--- src/atjh_pkg.sv ---
// Shared constants, item type and arctangent table of the tilt and jump height block.
// Used by every module of the block; depends on nothing else.
`default_nettype none
package atjh_pkg;
  localparam int WINDOW_LENGTH = 10;
  localparam int POS_W = $clog2(WINDOW_LENGTH);
  localparam int SUM_W = 17 + POS_W;
  localparam int RECIP_SHIFT = 24;
  localparam int RECIP_W = 25;
  localparam int RECIP = (2**RECIP_SHIFT + WINDOW_LENGTH - 1) / WINDOW_LENGTH;
  localparam int STEPS = 16;

  typedef struct packed {
    logic signed [15:0] ax;
    logic signed [15:0] ay;
    logic signed [15:0] az;
    logic [7:0]         speed;
  } item_t;

  // atan(2^-i) in Q16 degrees
  function automatic logic [21:0] atan_q16(input logic [3:0] i);
    logic [21:0] v;
    begin
      case (i)
        4'd0:    v = 22'd2949120;
        4'd1:    v = 22'd1740967;
        4'd2:    v = 22'd919879;
        4'd3:    v = 22'd466945;
        4'd4:    v = 22'd234379;
        4'd5:    v = 22'd117304;
        4'd6:    v = 22'd58666;
        4'd7:    v = 22'd29335;
        4'd8:    v = 22'd14668;
        4'd9:    v = 22'd7334;
        4'd10:   v = 22'd3667;
        4'd11:   v = 22'd1833;
        4'd12:   v = 22'd917;
        4'd13:   v = 22'd458;
        4'd14:   v = 22'd229;
        4'd15:   v = 22'd115;
        default: v = 22'd0;
      endcase
      return v;
    end
  endfunction
endpackage
`default_nettype wire

--- src/atjh_queue.sv ---
// Two-entry queue of averaged items between the front and back parts.
// Depends on atjh_pkg.
`default_nettype none
module atjh_queue (
  input  wire logic            clk,
  input  wire logic            rst,
  input  wire logic            wr,
  input  wire atjh_pkg::item_t wr_item,
  output logic                 full,
  input  wire logic            rd,
  output atjh_pkg::item_t      rd_item,
  output logic                 empty
);
  import atjh_pkg::*;

  item_t mem [2];
  logic wr_ptr, rd_ptr;
  logic [1:0] count;
  logic do_wr, do_rd;

  assign full    = (count == 2'd2);
  assign empty   = (count == 2'd0);
  assign do_wr   = wr && !full;
  assign do_rd   = rd && !empty;
  assign rd_item = mem[rd_ptr];

  always_ff @(posedge clk) begin
    if (rst) begin
      wr_ptr <= 1'b0;
      rd_ptr <= 1'b0;
      count  <= '0;
    end else begin
      if (do_wr) begin
        mem[wr_ptr] <= wr_item;
        wr_ptr      <= !wr_ptr;
      end
      if (do_rd) begin
        rd_ptr <= !rd_ptr;
      end
      if (do_wr && !do_rd) begin
        count <= count + 1'b1;
      end else if (do_rd && !do_wr) begin
        count <= count - 1'b1;
      end
    end
  end
endmodule
`default_nettype wire

--- config.mk ---
export PLATFORM = sky130hd
export DESIGN_NAME = atjh_queue
export DESIGN_NICKNAME = d
export VERILOG_FILES = /design/src/atjh_pkg.sv /design/src/atjh_queue.sv
export SDC_FILE = /design/constraint.sdc
export NUM_CORES = 1
export LEC_CHECK = 0
export ABC_CLOCK_PERIOD_IN_PS = 6800
export BUFFER_PORTS_ARGS = -buffer_cell sky130_fd_sc_hd__buf_2
export CAP_MARGIN = 15
export CELL_PAD_IN_SITES_DETAIL_PLACEMENT = 0
export CELL_PAD_IN_SITES_GLOBAL_PLACEMENT = 1
export CORE_ASPECT_RATIO = 1.4
export CORE_MARGIN = 2
export CORE_UTILIZATION = 35
export DETAILED_ROUTE_END_ITERATION = 8
export PLACE_DENSITY_LB_ADDON = 0.2
export SKIP_CTS_REPAIR_TIMING = 1
export SLEW_MARGIN = 20
export SYNTH_ARGS = -nofsm -noshare
export SYNTH_HDL_FRONTEND = slang
export SYNTH_SLANG_ARGS = --single-unit
--- constraint.sdc ---
create_clock -name clk -period 6.8 [get_ports clk]
set_input_delay 1.02 -clock clk [delete_from_list [all_inputs] [get_ports clk]]
set_output_delay 1.02 -clock clk [all_outputs]
set_load 0.005 [all_outputs]
======== After elaboration in Yosys (flattened, before gate mapping) ========
Memories as Yosys holds them, arrays and structs flattened. A register that Yosys moved wholly into a read port is not among the register bits.
Index checks and enable logic that the tools add are counted.
word-level totals
  output and inout bits ................... 58
  memories ................................ 1
  word-level logic and storage cells ...... 26
  input port bits ......................... 60
  register bits ........................... 4
  memory bits (writable) .................. 112
memories
  memory  words  width  rd ports  clocked after memory_dff  write ports  RTL line          RTL
  mem     2      56     1         1                         1            atjh_queue.sv:16  item_t mem [2];
cells by class
  reduce and logical (&&, ||, !) cells .... 12
  add/sub/neg operators ................... 2
  mux-type cells .......................... 7
  eq/ne operators ......................... 1
operators by type and width
  kind                                                                number
  1-bit zero test                                                     6
  1-bit 2-to-1 mux                                                    5
  1-bit logical AND                                                   4
  2-bit 2-to-1 mux                                                    2
  2-bit by 1-bit adder with 2-bit output, second input constant       1
  2-bit equality test, second input constant                          1
  2-bit zero test                                                     1
  2-bit nonzero test                                                  1
  2-bit by 1-bit subtractor with 2-bit output, second input constant  1

======== Depth between registers and ports, before layout ========
  depth in word-level cells ............... 7
  mapped depth ............................ 7
  gate-level depth less buffers ........... 7

======== Least setup slack after synthesis ========
OpenSTA, ideal clock, no wires.
  kind .................................... input port to flip-flop
  start ................................... input wr
  end ..................................... memory mem[1][0] in the netlist's numbering (enable)
  path slack .............................. 1.042 ns
  path buffers ............................ 0
  data arrival time ....................... 5.207 ns
  stages on the path ...................... 2
  required time ........................... 6.249 ns
  path through ............................ nand2b_1 > nor3b_1
between the ends
  cells in the longest elaborated chain, start to end .. 4
ends and longest elaborated chain
  what                                    RTL line          RTL
  from (decl)                             atjh_queue.sv:7   input wire logic wr,
  1-bit logical AND                       atjh_queue.sv:23  assign do_wr = wr && !full;
  1-bit 2-to-1 mux                        atjh_queue.sv:33  if (do_wr) begin
  1-bit 2-to-1 mux                        atjh_queue.sv:28  if (rst) begin
  1-bit 2-to-1 mux (implied by the code)  atjh_queue.sv:34  mem[wr_ptr] <= wr_item;
  to (decl)                               atjh_queue.sv:16
No other way between the ends.

==> results.md <==
- Leading post-synthesis cells by cell area: edfxtp_1 79%, mux2_2 15%, dfxtp_1 2.3%, buf_4 0.70%, xor2_1 0.62%
- Slew HR: roughly 56%
- Antenna-violating nets left: 0
- Top fanout value on the critical path: 31
- Setup crit start kind: flop
- First-pass GRT wire length: 11900 microns
- Via/cell ratio: between 4 and 5
- CTS root buffer: clkbuf_16
- # DRC: 0
- Max Cap Viol: 0
- GR met1 Demand/Resource: 12.7%
- RSZ-0062 raised after global routing: no
- Post-Route Skew: 0.00499 ns
- Post-synth top flop: edfxtp_1
- CTS tree: yes
- Final setup viols: 0
- Routed vias: 2231
- Std cell rows: 47
- Yosys top cell area share: 78.9%
- Pwr Total: between 2 and 2.5 mW
- Skew-Pair Late Insertion Delay: 0.39 ns
- Warnings from Yosys: 0
- Starting DRT DRC Count: 70
- Overflow after GRT: 0
- Seq pwr share: between 40% and 50%
- Htree depth: 4
- Worst setup EP type: primary output
- Mapped Avg Cell Area: 21.3 sq um
- IO Count: 118
- Switching share of power: 22.3%
- Layout cell share with drive strength beyond 1: 61.5%
- VDD IR max: 0.197 mV
- Worst Hold Class: flop to flop
- Pre-Repair DR Iteration Count: 4
- EDFF count, synth: 112
- Status: finished, final reports clean
- Post-synth ARST share: 0%
- Max clock buf depth: 2
- Minimum clock period: 3.22 ns
- Nets: 396
- Placed cells: 463
- Sink Count: 117
- Fin crit share: 47.4%
- Sequential fraction of the synthesis area: 81.3%
- Drt total wl: roughly 7700 microns
- Synth Register Bits: 117
- Largest net degree at the start of global routing: 34
- Initial antenna violation count: 0
- Gp weighted congestion: 0.684
- Starting density of the core: between 30 and 40%
- WS Path Type: flop to primary output
- Fin cells: 495
- Final hold violations: 0
- I/O Buffers: about 120
- Top cells by count, synth: 112 x edfxtp_1, 56 x mux2_2, 5 x dfxtp_1
- Wire per inst: roughly 16 microns
- ANT cells: 0
- Worst-path clk slew: 0.05 ns
- GRT met3 Usage: 5.18%
- Area leader, netlist: edfxtp_1
- Part of the power in combinational logic: between 10% and 20%
- Least-Margin Pin Slew: 0.655 ns
- Die area: roughly 13000 sq um
- Core Box Area: approximately 12000 sq um
- Arrival @ worst endpoint: 2.20 ns
- Gr busiest metal: met2
- Number of fill cells: roughly 1100
- Clock group share of total power: 43.2%
- Synth unique cells: 16
- Mapped Cells: 200
- Fin. max-slew vios: 0
- Area grow syn2layout: 33.6%
- Count leader, synth: edfxtp_1
- Area taken by multi-input logic gates: between 700 and 800 sq um
- Setup TNS: 0 ns
- Die width: approximately 97 microns
- P_sw: between 0.4 and 0.5 mW
- Synthesized Nets: 261
- Post-synth design cell area: 4260 sq um
- GRT met2 Usage: 21.3%
- Vias in the first global route: 2388
- DP HPWL: 4980 microns
- Die height: between 100 and 150 microns
- TritonCTS Buffers: 17
- LEAKAGE: 2.13 nW
- Critical path required time: between 5 and 6 ns
- Global-route usage over all layers: about 12%
- Reg area: 3460 sq um
- PwrDens: a little under 400 nW/um^2
- Maximum clock rate: 310 MHz
- Pint: 1.71 mW
[final timing paths]
path                         startpoint  depth (start not counted)  slack (ns)                    end
hold reg to reg     rd_ptr$_SDFFE_PP0P_                          2        0.51                   flop
setup reg to reg  count[1]$_SDFFE_PP0P_                          6        5.05  count[1]$_SDFFE_PP0P_
hold / removal      rd_ptr$_SDFFE_PP0P_                          2        0.51                   flop
setup / recovery                   flop                          3        3.58            rd_item[19]
[kinds of logic after synthesis]
logic type	after synthesis	share of synthesized area (%)
mux	56	14.8
simple gates	10	1.29
flops	117	81.3
fa+ha+maj	1	0.294
xor+xnor	3	0.617
compound gates	5	0.587
buf+inv	8	1.12
[per-layer routing]
layer / vias to the layer above / wire [microns]
met5: - / 0
met4: 0 / 132
met3: 8 / 440
met2: 63 / 4280
met1: 1100 / 2860
li1: 1060 / -
[area by class of cell]
cell class	instances	share of cell area (%)
Clock buffer	21	8.44
Clock inverter	11	3.03
Inverter	2	0.132
Multi-Input combinational cell	75	13.3
Sequential cell	117	60.9
Tap cell	147	3.23
Timing Repair Buffer	122	10.9
[power groups by stage]
stage                     sequential (mW)  clock, mW  combinational, mW
final                               0.899      0.948              0.349
after global routing                0.908       1.01              0.386
after CTS                           0.902      0.974              0.360
after detailed placement            0.916          0              0.358
after global placement              0.913          0              0.360
after floorplan                     0.895          0              0.233
[state kept, by name, indices dropped and copies added, names as in the netlist, named ones only]
signal / count
mem: 112
count: 2
rd_ptr: 1
wr_ptr: 1
[cells in the final DEF, fill, tap and decap left out]
master	count
clkbuf_16	17
clkbuf_8	4
clkinvlp_4	4
dfxtp_1	4
edfxtp_1	112
clkinv_4	2
nor3b_2	1
buf_2	117
inv_1	2
clkinv_2	1
ha_1	1
a21oi_1	2
nor2_1	4
o21ai_0	3
or3_1	2
xor2_1	3
dfxtp_2	1
bufinv_16	4
nor3_2	1
buf_4	5
mux2_2	56
nor2b_2	1
nand2b_1	1
[through the flow]
stage / hold WS (ns) / area, sq um / setup slack, ns / util [%]
3_5_place_dp: 0.498 / 5040 / 3.93 / 42.4
2_1_floorplan: 0.461 / 4260 / 1.04 / -
6_report: 0.505 / 5690 / 3.58 / 47.9
5_1_grt: 0.522 / 5690 / 3.42 / 47.9
3_3_place_gp: 0.489 / 5040 / 3.94 / 42.4
4_1_cts: 0.511 / 5690 / 3.50 / 47.9
[critical path, stage by stage (launching register included)]
cell and delay (ns):
dfxtp_2 0.75, buf_4 0.50, mux2_2 0.41, buf_2 0.13
Note: power is estimated with default switching activity, not from simulation.
