## src/atjh_pkg.sv

```systemverilog
// Shared constants, item type and arctangent table of the tilt and jump height block.
// Used by every module of the block; depends on nothing else.
`default_nettype none
package atjh_pkg;
  localparam int WINDOW_LENGTH = 10;
  localparam int POS_W = $clog2(WINDOW_LENGTH);
  localparam int SUM_W = 17 + POS_W;
  localparam int RECIP_SHIFT = 24;
  localparam int RECIP_W = 25;
  localparam int RECIP = (2**RECIP_SHIFT + WINDOW_LENGTH - 1) / WINDOW_LENGTH;
  localparam int STEPS = 16;

  typedef struct packed {
    logic signed [15:0] ax;
    logic signed [15:0] ay;
    logic signed [15:0] az;
    logic [7:0]         speed;
  } item_t;

  // atan(2^-i) in Q16 degrees
  function automatic logic [21:0] atan_q16(input logic [3:0] i);
    logic [21:0] v;
    begin
      case (i)
        4'd0:    v = 22'd2949120;
        4'd1:    v = 22'd1740967;
        4'd2:    v = 22'd919879;
        4'd3:    v = 22'd466945;
        4'd4:    v = 22'd234379;
        4'd5:    v = 22'd117304;
        4'd6:    v = 22'd58666;
        4'd7:    v = 22'd29335;
        4'd8:    v = 22'd14668;
        4'd9:    v = 22'd7334;
        4'd10:   v = 22'd3667;
        4'd11:   v = 22'd1833;
        4'd12:   v = 22'd917;
        4'd13:   v = 22'd458;
        4'd14:   v = 22'd229;
        4'd15:   v = 22'd115;
        default: v = 22'd0;
      endcase
      return v;
    end
  endfunction
endpackage
`default_nettype wire

```

## src/atjh_front.sv

```systemverilog
// Front part: takes samples, keeps the three sample windows with running sums
// and produces the window averages. Depends on atjh_pkg.
`default_nettype none
module atjh_front (
  input  wire logic               clk,
  input  wire logic               rst,
  input  wire logic               push,
  output logic                    full,
  input  wire logic signed [15:0] accel_x,
  input  wire logic signed [15:0] accel_y,
  input  wire logic signed [15:0] accel_z,
  input  wire logic [7:0]         speed,
  input  wire logic               q_full,
  output logic                    q_push,
  output atjh_pkg::item_t         q_item
);
  import atjh_pkg::*;

  logic signed [15:0] xw [WINDOW_LENGTH];
  logic signed [15:0] yw [WINDOW_LENGTH];
  logic signed [15:0] zw [WINDOW_LENGTH];
  logic [POS_W-1:0] pos;
  logic signed [SUM_W-1:0] sx, sy, sz;
  logic [7:0] spd;
  logic s1_valid, s2_valid;
  item_t item;
  logic accept;

  function automatic logic signed [SUM_W-1:0] sext(input logic [15:0] v);
    return {{(SUM_W-16){v[15]}}, v};
  endfunction

  // Division by the window length through a reciprocal, truncating toward zero.
  function automatic logic signed [15:0] avg(input logic signed [SUM_W-1:0] s);
    logic [SUM_W-1:0] mag;
    logic [SUM_W+RECIP_W-1:0] prod;
    logic [16:0] quo;
    logic signed [16:0] v;
    begin
      mag  = s[SUM_W-1] ? SUM_W'(-s) : SUM_W'(s);
      prod = (SUM_W+RECIP_W)'(mag) * (SUM_W+RECIP_W)'(RECIP);
      quo  = prod[RECIP_SHIFT +: 17];
      v    = s[SUM_W-1] ? -$signed(quo) : $signed(quo);
      return v[15:0];
    end
  endfunction

  assign accept = push && !full;
  assign full   = s1_valid || s2_valid;
  assign q_push = s2_valid;
  assign q_item = item;

  always_ff @(posedge clk) begin
    if (rst) begin
      for (int i = 0; i < WINDOW_LENGTH; i++) begin
        xw[i] <= '0;
        yw[i] <= '0;
        zw[i] <= '0;
      end
      pos      <= '0;
      sx       <= '0;
      sy       <= '0;
      sz       <= '0;
      s1_valid <= 1'b0;
      s2_valid <= 1'b0;
    end else begin
      if (accept) begin
        xw[pos]  <= accel_x;
        yw[pos]  <= accel_y;
        zw[pos]  <= accel_z;
        sx       <= sx + sext(accel_x) - sext(xw[pos]);
        sy       <= sy + sext(accel_y) - sext(yw[pos]);
        sz       <= sz + sext(accel_z) - sext(zw[pos]);
        pos      <= (pos == POS_W'(WINDOW_LENGTH - 1)) ? '0 : pos + 1'b1;
        spd      <= speed;
        s1_valid <= 1'b1;
      end
      if (s1_valid) begin
        item.ax    <= avg(sx);
        item.ay    <= avg(sy);
        item.az    <= avg(sz);
        item.speed <= spd;
        s1_valid   <= 1'b0;
        s2_valid   <= 1'b1;
      end
      if (s2_valid && !q_full) begin
        s2_valid <= 1'b0;
      end
    end
  end
endmodule
`default_nettype wire

```

## config.mk

```make
export PLATFORM = sky130hd
export DESIGN_NAME = atjh_front
export DESIGN_NICKNAME = d
export VERILOG_FILES = /design/src/atjh_pkg.sv /design/src/atjh_front.sv
export SDC_FILE = /design/constraint.sdc
export NUM_CORES = 2
export LEC_CHECK = 0
export BUFFER_PORTS_ARGS = -buffer_cell sky130_fd_sc_hd__buf_2
export CORE_MARGIN = 1
export CORE_UTILIZATION = 59
export CTS_BUF_LIST = sky130_fd_sc_hd__clkbuf_16
export CTS_CLUSTER_DIAMETER = 30
export DETAILED_ROUTE_END_ITERATION = 6
export GPL_ROUTABILITY_DRIVEN = 0
export GPL_TIMING_DRIVEN = 0
export PLACE_DENSITY = 0.76
export SLEW_MARGIN = 20
export SYNTH_ARGS = -nofsm -noshare
export SYNTH_HDL_FRONTEND = slang
export SYNTH_SLANG_ARGS = --single-unit
export TNS_END_PERCENT = 20
```

## constraint.sdc

```tcl
create_clock -name clk -period 11.45 [get_ports clk]
set_input_delay 3.435 -clock clk [delete_from_list [all_inputs] [get_ports clk]]
set_output_delay 3.435 -clock clk [all_outputs]
set_load 0.01 [all_outputs]
```

After elaboration in Yosys (flattened, before gate mapping)
Memories as Yosys holds them, arrays and structs flattened. A register that Yosys moved wholly into a read port is not among the register bits.
Index checks and enable logic that the tools add are counted.
{ "word_totals": {"ff_bits": 133, "ram_bits": 480, "inputBits": 60, "output_inout_bits": 58, "word_cells": 71, "memories": 3} }
{ "mem_list": {"columns": ["memory", "words", "width", "rd", "rd_clocked_by_memory_dff", "wr", "line", "rtl"], "rows": [
  ["xw", 10, 16, 1, 1, 10, "atjh_front.sv:19", "logic signed [15:0] xw [WINDOW_LENGTH];"],
  ["yw", 10, 16, 1, 1, 10, "atjh_front.sv:20", "logic signed [15:0] yw [WINDOW_LENGTH];"],
  ["zw", 10, 16, 1, 1, 10, "atjh_front.sv:21", "logic signed [15:0] zw [WINDOW_LENGTH];"]
]} }
{ "classes": {"addsub": 13, "mul": 3, "n_eq_ne": 1, "mux": 27, "bitwise_logic": 1, "n_reduce_logical": 12} }
{ "op_table": {"columns": ["op", "n"], "rows": [
  ["multiplier 21 x 20 -> 39 bit (second input constant)", 3],
  ["two-way mux 16 bit", 6],
  ["adder 21 x 16 -> 21 bit", 3],
  ["two-way mux 21 bit", 3],
  ["negator 21 bit", 3],
  ["subtractor 21 x 16 -> 21 bit", 3],
  ["negator 16 bit", 3],
  ["OR reduction 16 bit", 3],
  ["two-way mux 4 bit", 10],
  ["two-way mux 1 bit", 8],
  ["adder 4 x 1 -> 4 bit (second input constant)", 1],
  ["equality test 4 bit (second input constant)", 1],
  ["AND reduction 2 bit", 2],
  ["OR reduction 2 bit", 2],
  ["logical AND 1 bit", 2],
  ["logical NOT 1 bit", 2],
  ["logical OR 1 bit", 1],
  ["inverter 1 bit", 1]
]} }

Depth between registers and ports, before layout
{ "depth": {"ltp_word": 8, "ltp_mapped": 34, "mapped_depth_nobuf": 34} }

Least setup slack after synthesis
OpenSTA, ideal clock, no wires.
{ "synth_path": {"path_type": "reg2reg", "startpoint": "reg sz[7]", "endpoint": "reg item, in the netlist q_item[20] (data pin)", "setup_ns": 0.270, "arrival_time_ns": 8.075, "t_required_ns": 11.180, "setup_slack_ns": 3.105, "path_stages_with_launch": 33, "n_path_buf": 1, "synth_period_minus_slack_ns": 8.345, "path_cell_list": "dfxtp_1 > clkbuf_1 > inv_1 > nand4_1 > or3_1 > or2_2 > or3_1 > or4b_2 > inv_1 > ha_1 > fa_1 > ha_1 > inv_1 > fa_1 > inv_1 > fa_1 > inv_1 > fa_1 > inv_1 > ha_1 > ha_1 > nand2_1 > nor2_1 > a2111oi_0 > nor2_1 > a211o_1 > or2_1 > xnor2_1 > inv_1 > a211o_1 > or3_1 > o41ai_2 > xor2_1"} }
{ "synth_via": {"elab_chain_cells": 5} }
{ "synth_lines": {"columns": ["element", "line", "rtl"], "rows": [
  ["start, declared", "atjh_front.sv:23", "logic signed [SUM_W-1:0] sx, sy, sz;"],
  ["start signal, assigned", "atjh_front.sv:73", "sz <= sz + sext(accel_z) - sext(zw[pos]);"],
  ["negator 21 bit", "atjh_front.sv:40", "mag = s[SUM_W-1] ? SUM_W'(-s) : SUM_W'(s);"],
  ["two-way mux 21 bit (*)", "atjh_front.sv:40", null],
  ["multiplier 21 x 20 -> 39 bit (*)", "atjh_front.sv:41", "prod = (SUM_W+RECIP_W)'(mag) * (SUM_W+RECIP_W)'(RECIP);"],
  ["negator 16 bit", "atjh_front.sv:43", "v = s[SUM_W-1] ? -$signed(quo) : $signed(quo);"],
  ["two-way mux 16 bit (*)", "atjh_front.sv:43", null],
  ["end, declared", "atjh_front.sv:26", "item_t item;"]
]} }
Every way passes the cells marked *; elsewhere a longest branch is shown, timed or not.
A chain may end at the register's enable or synchronous reset.

Worst setup path after layout
{ "layout_path": {"startpoint": "reg sx[20]", "endpoint": "reg item, in the netlist q_item[49] (data pin)"} }
{ "layout_via": {"elab_chain_cells": 5} }
{ "layout_lines": {"columns": ["element", "line", "rtl"], "rows": [
  ["start, declared", "atjh_front.sv:23", null],
  ["start signal, assigned", "atjh_front.sv:71", "sx <= sx + sext(accel_x) - sext(xw[pos]);"],
  ["negator 21 bit", "atjh_front.sv:40", null],
  ["two-way mux 21 bit", "atjh_front.sv:40", null],
  ["multiplier 21 x 20 -> 39 bit", "atjh_front.sv:41", null],
  ["negator 16 bit", "atjh_front.sv:43", null],
  ["two-way mux 16 bit (*)", "atjh_front.sv:43", null]
]} }
Marked as above.

==> metrics <==
# IOs 118; count of cell types in the netlist 82; Max Buffers Root-to-Sink 3; Cell Rows 120; number of synthesized flops with an enable pin 832; Clk pin slew, worst setup/hold paths 0.05 ns; Num CTS Buffers 166; sequential element share of the synthesized area 0.413; worst flop-to-flop path endpoint q_item[49]$_DFFE_PP_; Remaining DRCs 0; Syn Area/Cell 12.3 um2; Final #Nets 6,719; Setup-failing EPs final 0; Reg2Reg Setup Slack 1.09 ns; Ys Warns 0; cells on worst reg2reg path 29; die height 331 um; initial antenna violation count 11; CP max-delay cell buf_1; IO buf count 116; most used cell along the critical path fa_1; Skew-Pair Late Insertion Delay 0.78 ns; Slew headroom 0.206; CTS tree yes; Fillers 7,197; CTS H-Tree Depth 4; Overall Global Routing Usage 0.325; register area 26,400 um2; Worst Path Arrival 10.86 ns; area leader, netlist edfxtp_1; initial drt markers 4,890; minimum clock period 10.36 ns; max-cap viol count 0; drt pass-1 iters 7; critical-path maximum fanout 10; core area 107,000 um2; Worst Setup Start Kind flop; vias in the first global route 45,100; Mapped Cells 5,209; post-CTS sizing 0; unrepaired setup endpoints after global routing false; layout cells sized above 1 0.129; via count 43,200; Final Slew Violations 0; #FFs+latches synth 905; post-synth top area share 0.390; Clock Skew 0.0774 ns; crit end category flop; fraction of registers with async set/reset 0; Post-Place Setup Slack 1.15 ns; DIE WIDTH 331 um; vias per cell 6.09; end point of the critical path q_item[49]$_DFFE_PP_; critical path class flop to flop; Area Growth Syn to Fin 13.9%; clock sink count 905; Syn Std Cell Area 64,000 um2; crit path launch sx[20]$_SDFFE_PP0P_; routed length per instance 24.9 um; Hold Violations, Final 0; PnR worst setup slack 1.09 ns; GR Overflow Total 0; top cells by area, synth edfxtp_1 39%, fa_1 15%, ha_1 13%; cts hold-fix bufs 0; HPWL after detailed placement 127,000 um; Syn Nets 6,391; final wirelength 176,000 um; Min-Delay Path Class flop to flop; largest net degree at the start of global routing 36; Worst-Margin Slew 1.19 ns; predominant post-synthesis flop cell edfxtp_1; fmax 96.5 MHz; post-CTS setup buffer count 0; Die ar. 110,000 um2; multi-input logic area 33,600 um2; Starting Density 0.596; Fin Setup TNS 0 ns; worst reg2reg startpoint sx[20]$_SDFFE_PP0P_; CP peak stage delay 0.75 ns; period utilization 0.905; outcome finished clean; ANT nets after route 0; clock root buffer master clkbuf_16; Data required, critical path 11.95 ns; first-pass GRT wire length 267,000 um
## sequential cells by signal, indices dropped and copies added, names as in the netlist, named ones only
signal and cells:
sz 21, q_push 1, q_item 56, sy 21, s1_valid 1, xw 256, yw 256, sx 21
spd 8, pos 4, zw 256
## cell type report
type,instances,area share
antenna,6,0.000206
buffer,157,0.00848
clock buffer,166,0.0570
clock inverter,143,0.0191
inverter,935,0.0482
multi-input combinational,3212,0.461
sequential,905,0.363
tap,1403,0.0241
timing repair buffer,160,0.0194
## stage by stage
step | area, um2 | cells | utilization | hold slack [ns]
after floorplan | 64000 | 5209 | - | 0.400
after global placement | 66300 | 6728 | 0.618 | 0.400
after detailed placement | 67300 | 6772 | 0.627 | 0.405
after CTS | 72800 | 7081 | 0.679 | 0.415
after global routing | 72900 | 7082 | 0.679 | 0.418
final | 72900 | 7087 | 0.679 | 0.414
## critical path: cells and delay by family (launching register included)
family | cells | cell delay [ns]
AO/OA/AOI/OAI | 8 | 1.63
XOR/XNOR | 3 | 1.01
buffers and inverters | 7 | 2.18
flip-flops | 1 | 0.34
AND/OR/NAND/NOR | 3 | 1.39
adder cells (fa/ha/maj) | 8 | 3.56
## worst min-delay path by stage
| stage | depth (start not counted) | to | startpoint | slack (ns) |
|---|---|---|---|---|
| floorplan | 0 | q_item[0]$_DFFE_PP_ | spd[0]$_DFFE_PP_ | 0.40 |
| global placement | 0 | q_item[1]$_DFFE_PP_ | spd[1]$_DFFE_PP_ | 0.40 |
| detailed placement | 0 | q_item[3]$_DFFE_PP_ | spd[3]$_DFFE_PP_ | 0.40 |
| CTS | 0 | q_item[3]$_DFFE_PP_ | spd[3]$_DFFE_PP_ | 0.42 |
| global route | 0 | q_item[5]$_DFFE_PP_ | spd[5]$_DFFE_PP_ | 0.42 |
| finish | 0 | q_item[5]$_DFFE_PP_ | spd[5]$_DFFE_PP_ | 0.41 |
## cells by family (layout without fill, tap and decap cells)
| family | count (synthesis) | after routing | share of synthesized area |
|---|---|---|---|
| AO/OA/AOI/OAI | 491 | 491 | 0.0506 |
| XOR/XNOR | 296 | 296 | 0.0406 |
| adder cells (fa/ha/maj) | 1122 | 1122 | 0.275 |
| buffers and inverters | 1092 | 1561 | 0.0642 |
| flip-flops | 905 | 905 | 0.413 |
| multiplexers | 253 | 253 | 0.0865 |
| other | 0 | 6 | 0 |
| AND/OR/NAND/NOR | 1050 | 1050 | 0.0695 |
## cell usage after synthesis, drive strengths merged, types with 73 or more instances
cell type	count
dfxtp	73
nand2	242
mux4	240
ha	645
inv	935
fa	477
nor2	584
xor2	83
a21oi	156
xnor2	213
edfxtp	832
o21ai	83
clkbuf	111
## cells in the final DEF, fill, tap and decap left out, types with 13 or more instances in the layout
cell type   synthesis  final
inv_1             933    952
edfxtp_1          832    832
ha_1              645    645
nor2_1            583    579
fa_1              477    477
nand2_1           242    242
mux4_2            240    240
xnor2_1           212    212
clkbuf_16           0    166
a21oi_1           155    155
buf_2               0    116
clkbuf_1          111    101
xor2_1             83     83
o21ai_0            80     80
dfxtp_1            73     73
a21o_1             72     72
buf_1              44     40
nand3_1            39     39
nor3_1             40     39
o31ai_1            26     26
nor2b_1            27     26
clkinv_2            0     25
clkinv_1            0     24
o21a_1             20     20
and3_1             18     18
clkinvlp_4          0     18
buf_16              0     18
clkinv_4            0     17
nand2b_1           24     16
o211ai_1           16     16
or3_1              16     16
a31oi_1            16     16
o41ai_1            15     15
nand4_1            14     14
and2_1             14     14
clkbuf_2            0     14
a211oi_1           13     13
inv_6               0     13
bufinv_16           0     13
## layer usage
metal  vias up  routed length (um)  global-route usage
met5         -                 104                   0
met3       613               19300              0.0876
met2      2667               83100               0.524
met4        12                9180               0.159
li1      18600                   -                   -
met1     21300               64600               0.409
Power is left out: the tool's default activity adds up to more than one toggle a clock period on the data nets, which glitch-free logic cannot reach.
