`config.mk`:
```
export PLATFORM = sky130hd
export DESIGN_NAME = atjh_back
export DESIGN_NICKNAME = d
export VERILOG_FILES = /design/src/atjh_pkg.sv /design/src/atjh_back.sv
export SDC_FILE = /design/constraint.sdc
export NUM_CORES = 2
export LEC_CHECK = 0
export BUFFER_PORTS_ARGS = -buffer_cell sky130_fd_sc_hd__buf_2
export CAP_MARGIN = 20
export CORE_MARGIN = 8
export CORE_UTILIZATION = 68
export CTS_BUF_LIST = sky130_fd_sc_hd__clkbuf_4 sky130_fd_sc_hd__clkbuf_8
export CTS_CLUSTER_SIZE = 24
export DETAILED_ROUTE_END_ITERATION = 10
export GPL_TIMING_DRIVEN = 0
export MAX_ROUTING_LAYER = met4
export PLACE_DENSITY = 0.85
export SYNTH_ARGS = -nofsm -noshare
export SYNTH_HDL_FRONTEND = slang
export SYNTH_SLANG_ARGS = --single-unit
```
`constraint.sdc`:
```
create_clock -name clk -period 11.6 [get_ports clk]
set_input_delay 2.32 -clock clk [delete_from_list [all_inputs] [get_ports clk]]
set_output_delay 2.32 -clock clk [all_outputs]
set_load 0.05 [all_outputs]
```
`src/atjh_pkg.sv`:
```
// Shared constants, item type and arctangent table of the tilt and jump height block.
// Used by every module of the block; depends on nothing else.
`default_nettype none
package atjh_pkg;
  localparam int WINDOW_LENGTH = 10;
  localparam int POS_W = $clog2(WINDOW_LENGTH);
  localparam int SUM_W = 17 + POS_W;
  localparam int RECIP_SHIFT = 24;
  localparam int RECIP_W = 25;
  localparam int RECIP = (2**RECIP_SHIFT + WINDOW_LENGTH - 1) / WINDOW_LENGTH;
  localparam int STEPS = 16;

  typedef struct packed {
    logic signed [15:0] ax;
    logic signed [15:0] ay;
    logic signed [15:0] az;
    logic [7:0]         speed;
  } item_t;

  // atan(2^-i) in Q16 degrees
  function automatic logic [21:0] atan_q16(input logic [3:0] i);
    logic [21:0] v;
    begin
      case (i)
        4'd0:    v = 22'd2949120;
        4'd1:    v = 22'd1740967;
        4'd2:    v = 22'd919879;
        4'd3:    v = 22'd466945;
        4'd4:    v = 22'd234379;
        4'd5:    v = 22'd117304;
        4'd6:    v = 22'd58666;
        4'd7:    v = 22'd29335;
        4'd8:    v = 22'd14668;
        4'd9:    v = 22'd7334;
        4'd10:   v = 22'd3667;
        4'd11:   v = 22'd1833;
        4'd12:   v = 22'd917;
        4'd13:   v = 22'd458;
        4'd14:   v = 22'd229;
        4'd15:   v = 22'd115;
        default: v = 22'd0;
      endcase
      return v;
    end
  endfunction
endpackage
`default_nettype wire

```
`src/atjh_back.sv`:
```
// Back part: square root, two CORDIC passes and the height scaling, one step a cycle,
// with the result register. Depends on atjh_pkg.
`default_nettype none
module atjh_back (
  input  wire logic               clk,
  input  wire logic               rst,
  input  wire logic               q_empty,
  output logic                    q_pop,
  input  wire atjh_pkg::item_t    q_item,
  input  wire logic               pop,
  output logic                    empty,
  output logic signed [7:0]       tilt_degrees,
  output logic [7:0]              jump_height,
  output logic                    height_saturated
);
  import atjh_pkg::*;

  typedef enum logic [3:0] {
    S_IDLE, S_SQX, S_SQY, S_SQRT, S_VEC_INIT, S_VEC, S_CLAMP, S_SIN_INIT,
    S_ROT, S_QUANT, S_MUL, S_PROD, S_SCALE, S_DIV, S_OUT
  } state_t;

  state_t state;
  item_t cur;
  logic [31:0] sq, res;
  logic [3:0] cnt;
  logic signed [33:0] x, y;
  logic signed [24:0] acc;
  logic [6:0] deg;
  logic signed [7:0] tilt;
  logic [15:0] q, sp2;
  logic [30:0] q2;
  logic [46:0] p;
  logic [19:0] t;
  logic [7:0] hval;
  logic hsat;
  logic out_valid;
  logic load;

  logic [31:0] bitv, trial;
  logic signed [33:0] dx, dy, s_abs;
  logic signed [24:0] ang;
  logic [16:0] r, mz;
  logic [18:0] qr;
  logic [49:0] p5;
  logic [32:0] hq;

  always_comb begin
    bitv  = 32'd1 << {~cnt, 1'b0};
    trial = res + bitv;
    dx    = x >>> cnt;
    dy    = y >>> cnt;
    ang   = $signed({3'b000, atan_q16(cnt)});
    r     = res[16:0];
    mz    = cur.az[15] ? 17'(-$signed({cur.az[15], cur.az})) : {1'b0, cur.az};
    s_abs = y[33] ? -y : y;
    qr    = 19'((s_abs + 34'sd16384) >>> 15);
    p5    = {1'b0, p, 2'b00} + {3'b000, p};
    hq    = 33'(t[14:0]) * 33'd171197;
  end

  assign q_pop            = (state == S_IDLE) && !q_empty;
  assign empty            = !out_valid;
  // The result register takes a new item when it is free or being emptied.
  assign load             = (state == S_OUT) && (!out_valid || pop);

  always_ff @(posedge clk) begin
    if (rst) begin
      state     <= S_IDLE;
      out_valid <= 1'b0;
    end else begin
      if (load) begin
        out_valid <= 1'b1;
      end else if (pop && out_valid) begin
        out_valid <= 1'b0;
      end
      case (state)
        S_IDLE: begin
          if (!q_empty) begin
            cur   <= q_item;
            state <= S_SQX;
          end
        end
        S_SQX: begin
          sq    <= 32'(cur.ax * cur.ax);
          state <= S_SQY;
        end
        S_SQY: begin
          sq    <= sq + 32'(cur.ay * cur.ay);
          res   <= '0;
          cnt   <= '0;
          state <= S_SQRT;
        end
        S_SQRT: begin
          if (sq >= trial) begin
            sq  <= sq - trial;
            res <= (res >> 1) + bitv;
          end else begin
            res <= res >> 1;
          end
          cnt <= cnt + 1'b1;
          if (cnt == 4'(STEPS - 1)) begin
            state <= S_VEC_INIT;
          end
        end
        S_VEC_INIT: begin
          if (cur.az == '0) begin
            deg   <= 7'd0;
            state <= S_SIN_INIT;
          end else if (r == '0) begin
            deg   <= 7'd90;
            state <= S_SIN_INIT;
          end else if (r == mz) begin
            deg   <= 7'd45;
            state <= S_SIN_INIT;
          end else begin
            x     <= $signed({3'b000, r, 14'd0});
            y     <= $signed({3'b000, mz, 14'd0});
            acc   <= '0;
            cnt   <= '0;
            state <= S_VEC;
          end
        end
        S_VEC: begin
          if (!y[33]) begin
            x   <= x + dy;
            y   <= y - dx;
            acc <= acc + ang;
          end else begin
            x   <= x - dy;
            y   <= y + dx;
            acc <= acc - ang;
          end
          cnt <= cnt + 1'b1;
          if (cnt == 4'(STEPS - 1)) begin
            state <= S_CLAMP;
          end
        end
        S_CLAMP: begin
          if (acc < 0) begin
            deg <= 7'd0;
          end else if (acc > 25'sd5898240) begin
            deg <= 7'd90;
          end else begin
            deg <= acc[22:16];
          end
          state <= S_SIN_INIT;
        end
        S_SIN_INIT: begin
          tilt  <= cur.az[15] ? -$signed({1'b0, deg}) : $signed({1'b0, deg});
          x     <= 34'sd652032874;
          y     <= '0;
          acc   <= $signed({2'b00, deg, 16'd0});
          cnt   <= '0;
          state <= S_ROT;
        end
        S_ROT: begin
          if (!acc[24]) begin
            x   <= x - dy;
            y   <= y + dx;
            acc <= acc - ang;
          end else begin
            x   <= x + dy;
            y   <= y - dx;
            acc <= acc + ang;
          end
          cnt <= cnt + 1'b1;
          if (cnt == 4'(STEPS - 1)) begin
            state <= S_QUANT;
          end
        end
        S_QUANT: begin
          q     <= (qr > 19'd32768) ? 16'd32768 : qr[15:0];
          state <= S_MUL;
        end
        S_MUL: begin
          sp2   <= 16'(cur.speed) * 16'(cur.speed);
          q2    <= 31'(q) * 31'(q);
          state <= S_PROD;
        end
        S_PROD: begin
          p     <= 47'(sp2) * 47'(q2);
          state <= S_SCALE;
        end
        S_SCALE: begin
          t     <= p5[49:30];
          state <= S_DIV;
        end
        S_DIV: begin
          // 98 * 256: any scaled product at or above it is past the top of the range.
          if (t >= 20'd25088) begin
            hval <= 8'd255;
            hsat <= 1'b1;
          end else begin
            hval <= hq[31:24];
            hsat <= 1'b0;
          end
          state <= S_OUT;
        end
        S_OUT: begin
          if (load) begin
            tilt_degrees     <= tilt;
            jump_height      <= hval;
            height_saturated <= hsat;
            state            <= S_IDLE;
          end
        end
        default: begin
          state <= S_IDLE;
        end
      endcase
    end
  end
endmodule
`default_nettype wire

```
---- After elaboration in Yosys (flattened, before gate mapping) ----
Memory sizes are Yosys's and may differ from the RTL's. A register that Yosys moved wholly into a read port is not among the register bits.
Index checks and enable logic that the tools add are counted.
storage, ports and cells
  flip-flop bits (word level) ............. 393
  bits in read-only memories .............. 352
  input bits .............................. 60
  output and inout bits ................... 19
  memories kept ........................... 1
cells by class
  add/sub/neg operators ................... 16
  multipliers ............................. 6
  magnitude comparators ................... 5
  eq/ne operators ......................... 26
  shift operators ......................... 3
  muxes and demuxes ....................... 48
  bitwise gates (word level) .............. 3
  reductions and logical operators ........ 31
memories
  memory            depth  width  rd ports  clocked after memory_dff  wr ports  RTL line        RTL
  (name not given)  16     22     1         1                         0         atjh_pkg.sv:24  case (i)
operator list
  cell                    number
  $mux 34                 11
  $pmux 34 s4             2
  $mux 25                 5
  $pmux 25 s4             1
  $pmux 32 s3             1
  $add 34x34->34          2
  $sshr 34x4->34          2
  $sub 34x34->34          2
  $add 32x32->32          2
  $mul 16x16->32          2
  $mux 32                 2
  $pmux 32 s2             1
  $pmux 4 s15             1
  $add 49x47->50          1
  $mul 16x31->47          1
  $mux 7                  6
  $mux 4                  9
  $add 34x16->34 const B  1
  $neg 34->34             1
  $add 31x32->32          1
  $eq 4x4->1 const B      8
  $ge 32x32->1            1
  $mul 15x18->32 const B  1
  $shl 1x5->32 const A    1
  39 further kinds        73

---- Logic depth before layout (Yosys ltp) ----
  word-level depth ........................ 8
  gate-level depth with buffers ........... 31
  gate-level depth less buffers ........... 27

---- Worst setup path after synthesis ----
OpenSTA, ideal clock, no wires.
  kind .................................... reg-to-reg
  from .................................... register cnt[0]
  to ...................................... register sq[0] (enable)
  arrival ................................. 8,858 ps
  setup slack ............................. 2,262 ps
  stages on the path, launching flop included .. 29
  path through ............................ edfxtp_1 clkbuf_1 buf_1 clkbuf_1 clkbuf_1 inv_1 ha_1 and3_1 ha_1 a31oi_1 o21bai_1 a31o_2 a21oi_1 nor2_1 or2_2 xnor2_1 ha_1 clkbuf_1 nand2_1 nor3_1 a211o_1 a21oi_1 or4_1 nand3_1 a221o_1 a21oi_1 clkbuf_1 clkbuf_1 a311oi_1
on the way
  longest elaborated chain between the ends .. 6
RTL lines
  what                        RTL line          RTL
  from (decl)                 atjh_back.sv:26   logic [3:0] cnt;
  from (signal assigned)      atjh_back.sv:101  cnt <= cnt + 1'b1;
  from (signal assigned)      atjh_back.sv:134  cnt <= cnt + 1'b1;
  from (signal assigned)      atjh_back.sv:167  cnt <= cnt + 1'b1;
  $not 4->4                   atjh_back.sv:49   bitv = 32'd1 << {~cnt, 1'b0};
  $shl 1x5->32                atjh_back.sv:49
  $add 32x32->32              atjh_back.sv:50   trial = res + bitv;
  $ge 32x32->1                atjh_back.sv:95   if (sq >= trial) begin
  $ne 2x2->1 (no line)        n/a
  $reduce_and 3->1 (no line)  n/a
  to (signal assigned)        atjh_back.sv:85   sq <= 32'(cur.ax * cur.ax);
  to (signal assigned)        atjh_back.sv:89   sq <= sq + 32'(cur.ay * cur.ay);
  to (signal assigned)        atjh_back.sv:96   sq <= sq - trial;
  to (decl)                   atjh_back.sv:25   logic [31:0] sq, res;
No other way between the ends.
A chain may end at the register's enable or synchronous reset.

---- Worst setup path after layout ----
  from .................................... register cnt[0]
  to ...................................... register sq[16] (enable)
Same word-level chain as after synthesis.

==> results by group <==
Worst hold path
  • Path category of the worst min-delay check: reg -> reg

Critical path
  • Max incr delay on CP: between 0.8 and 0.9 ns
  • CP Capture Type: flop
  • Crit Path Class: reg -> reg
  • Slowest CP cell: clkbuf_1
  • Required time of the critical path: 12.18 ns
  • Worst-path fanout max: 18
  • Startpoint Class: flop
  • CP dominant cell by count: clkbuf_1
  • Arr. time, crit path: 10.92 ns

Clock network
  • TritonCTS Buffers: 82
  • Clock sink count: 412
  • CTS H-Tree Depth: 3
  • Worst-path clk slew: 0.06 ns
  • Clock latency at the later pin of the worst-skew pair: 0.84 ns
  • Hold-fix buffers, CTS: 0
  • Clk buf depth: 3
  • # Post-CTS Setup Buffers: 0
  • CTS root buf: clkbuf_8
  • Post-cts sizing count: 0
  • CTS tree: done

Floorplan
  • Placeable core area: 117000 sq um
  • Die X: around 360 um
  • Die height: around 360 um
  • DIE AREA: 129000 sq um
  • IO Count: 79
  • Starting Density: 68.3%
  • # rows: roughly 130

Global route
  • Largest net degree at the start of global routing: 36
  • Vias in the first global route: 69159
  • Initial antenna violation count: 8
  • GR Overflow Total: 0
  • GRT Total Usage: 37.8%
  • First-pass GRT wire length: 377000 um

Run
  • MaxCap Viol Count: 0

Timing
  • Hold Slack: 0.410 ns
  • RSZ-0062 raised after global routing: no
  • Post-route setup slack: 1.26 ns
  • Setup_tns: 0 ns
  • Tmin final: 10.34 ns
  • Tcrit/Tclk final: 89.1%
  • Number of setup violations in the final report: 0
  • Measured slew at the worst slew-check pin: 1.33 ns
  • Max_slew headroom: 11.1%
  • Clock Skews: 0.0760 ns
  • Final hold vios: 0
  • Max-slew violation count: 0
  • Fmax: 0.0967 GHz

Place
  • Setup slack at placement: 1.50 ns
  • Placed Instance Area: about 83000 sq um
  • Port Buffers: a little under 80
  • Hpwl dp: 195000 um
  • Final GP Congestion: 1.06

Synth
  • Dominant cell type by area after synthesis: fa_1
  • Top-area cell type share of the netlist area: between 20% and 30%
  • Post-synthesis register bit count: 412
  • Post-synth cell types: between 80 and 90
  • Ys async rst share: 0%
  • Mapped Cells: 8918
  • Seq/Total Area, Yosys: 15.1%
  • Dominant cells by area after synthesis: fa_1, edfxtp_1, ha_1
  • Count leader, synth: inv_1
  • Dominant synthesized flop cell: edfxtp_1
  • Post-synth top cells: inv_1, fa_1, ha_1
  • Mapped cell area: 80200 sq um
  • Number of enable flip-flop cells after synthesis: 385
  • Warnings, synthesis: 0
  • Mean Syn Cell Area: 8.99 sq um

Route
  • DR DRC count: 0
  • WL per Instance: 22.3 um
  • Vias per cell: 6.21
  • Total Wirelength: 239000 um
  • Via count: 66518
  • Starting DRT DRC Count: 6657
  • Post-route ant nets: 0
  • Initial DRT Pass Iterations: 8

Final layout
  • # nets final: 11231
  • Area grow syn2layout: 5.65%
  • Design area: 84700 sq um
  • FILL cells: roughly 8800
  • Fraction of layout cells with a size suffix above 1: 4.02%

Power
  • Pwr Total: 22.0 mW
  • Leak pwr: 40.9 nW
  • Maximum VDD drop: between 600 and 700 uV
  • Pwr Density: 260 nW/um^2

Outcome
  • Status: complete, no violations
## power by group
group | switching [mW] | internal [mW]
combinational | 10.8 | 7.33
clock | 0.758 | 0.898
sequential | 0.139 | 2.06
total | 11.7 | 10.3
## worst max-delay path, delay by kind of cell (launching register included)
family                     cells  cell delay, ns
DFF                            1            0.54
xor gates and xnor gates       1            0.22
AOI/OAI and AO/OA             13            3.23
and+or+nand+nor                4            0.61
buffers and inverters         10            4.52
adders and majority gates      3            0.92
## state kept, by name (all words and copies together), names as in the netlist
register	cells
height_saturated	1
p	46
res	32
x	34
tilt_degrees	8
cur	56
q2	30
state	4
q	16
sp2	15
deg	7
ang	22
out_valid	1
jump_height	8
t	20
cnt	4
hval	8
acc	25
y	34
sq	32
hsat	1
tilt	8
## placed cells by master, fill, tap and decap left out, types with 33 or more instances in the layout
cell | netlist | routed
a22oi_1 | 33 | 33
edfxtp_1 | 385 | 385
o21ai_0 | 307 | 307
clkbuf_1 | 309 | 309
inv_1 | 1793 | 1793
or2_2 | 35 | 35
nor2b_1 | 90 | 89
o21bai_1 | 89 | 89
a31oi_1 | 60 | 60
and2_1 | 366 | 366
xnor2_1 | 242 | 242
nand4_1 | 40 | 40
nand3_1 | 104 | 104
and3_1 | 41 | 41
buf_2 | 6 | 85
xor2_1 | 116 | 116
a21oi_1 | 434 | 434
o211ai_1 | 33 | 33
o21a_1 | 54 | 54
mux2i_1 | 64 | 64
o22ai_1 | 48 | 48
nor2_1 | 472 | 465
o31ai_1 | 37 | 37
a221oi_1 | 43 | 43
a211oi_1 | 43 | 43
fa_1 | 1161 | 1161
a21o_1 | 132 | 132
nand2b_1 | 69 | 69
clkbuf_8 | 0 | 84
nor3_1 | 92 | 91
or3_1 | 44 | 44
nand2_1 | 852 | 852
ha_1 | 902 | 902
## cells by family (layout without fill, tap and decap cells)
logic type,count (synthesis),count (layout),synth area share (%)
AND/OR/NAND/NOR,2274,2274,13.4
buffers and inverters,2139,2384,10.0
adder cells (fa/ha/maj),2063,2063,43.1
AO/OA/AOI/OAI,1561,1561,12.7
flip-flops,412,412,15.1
XOR/XNOR,358,358,3.91
multiplexers,109,109,1.82
other,2,15,0.00937
## worst paths after layout
check | from | end | slack, ns | cells past startpoint
setup / recovery | cnt[0]$_DFFE_PP_ | sq[16]$_DFFE_PP_ | 1.26 | 31
hold / removal | hval[6]$_SDFFCE_PP1P_ | jump_height[6]$_DFFE_PP_ | 0.41 | 0
setup reg to reg | cnt[0]$_DFFE_PP_ | sq[16]$_DFFE_PP_ | 1.26 | 31
hold reg to reg | hval[6]$_SDFFCE_PP1P_ | jump_height[6]$_DFFE_PP_ | 0.41 | 0
## per-stage QoR
| step | std cells | util, % |
|---|---|---|
| global placement | 10540 | 70.3 |
| finish | 10712 | 72.1 |
| detailed placement | 10559 | 70.6 |
| CTS | 10706 | 72.1 |
| global route | 10712 | 72.1 |
| floorplan | 8926 | - |
## area by class of cell
class	count	area (sq um)	area share, %
multi-input combinational	6375	60100	71.0
timing repair buffer	98	766	0.904
clock buffer	103	1300	1.53
antenna	5	12.5	0.0148
clock inverter	44	424	0.501
tap	1536	1920	2.27
buffer	343	1310	1.55
inverter	1796	6740	7.96
sequential	412	12100	14.3
## per-layer routing
metal  up-vias  part of all wire [%]  track usage [%]
li1      29374                     -                -
met5         -                     0                -
met1     32411                    37             45.9
met3       989                    10             8.09
met4         0                   7.1             20.5
met2      3744                    46             59.3
Power figures use the tool's default switching activity.
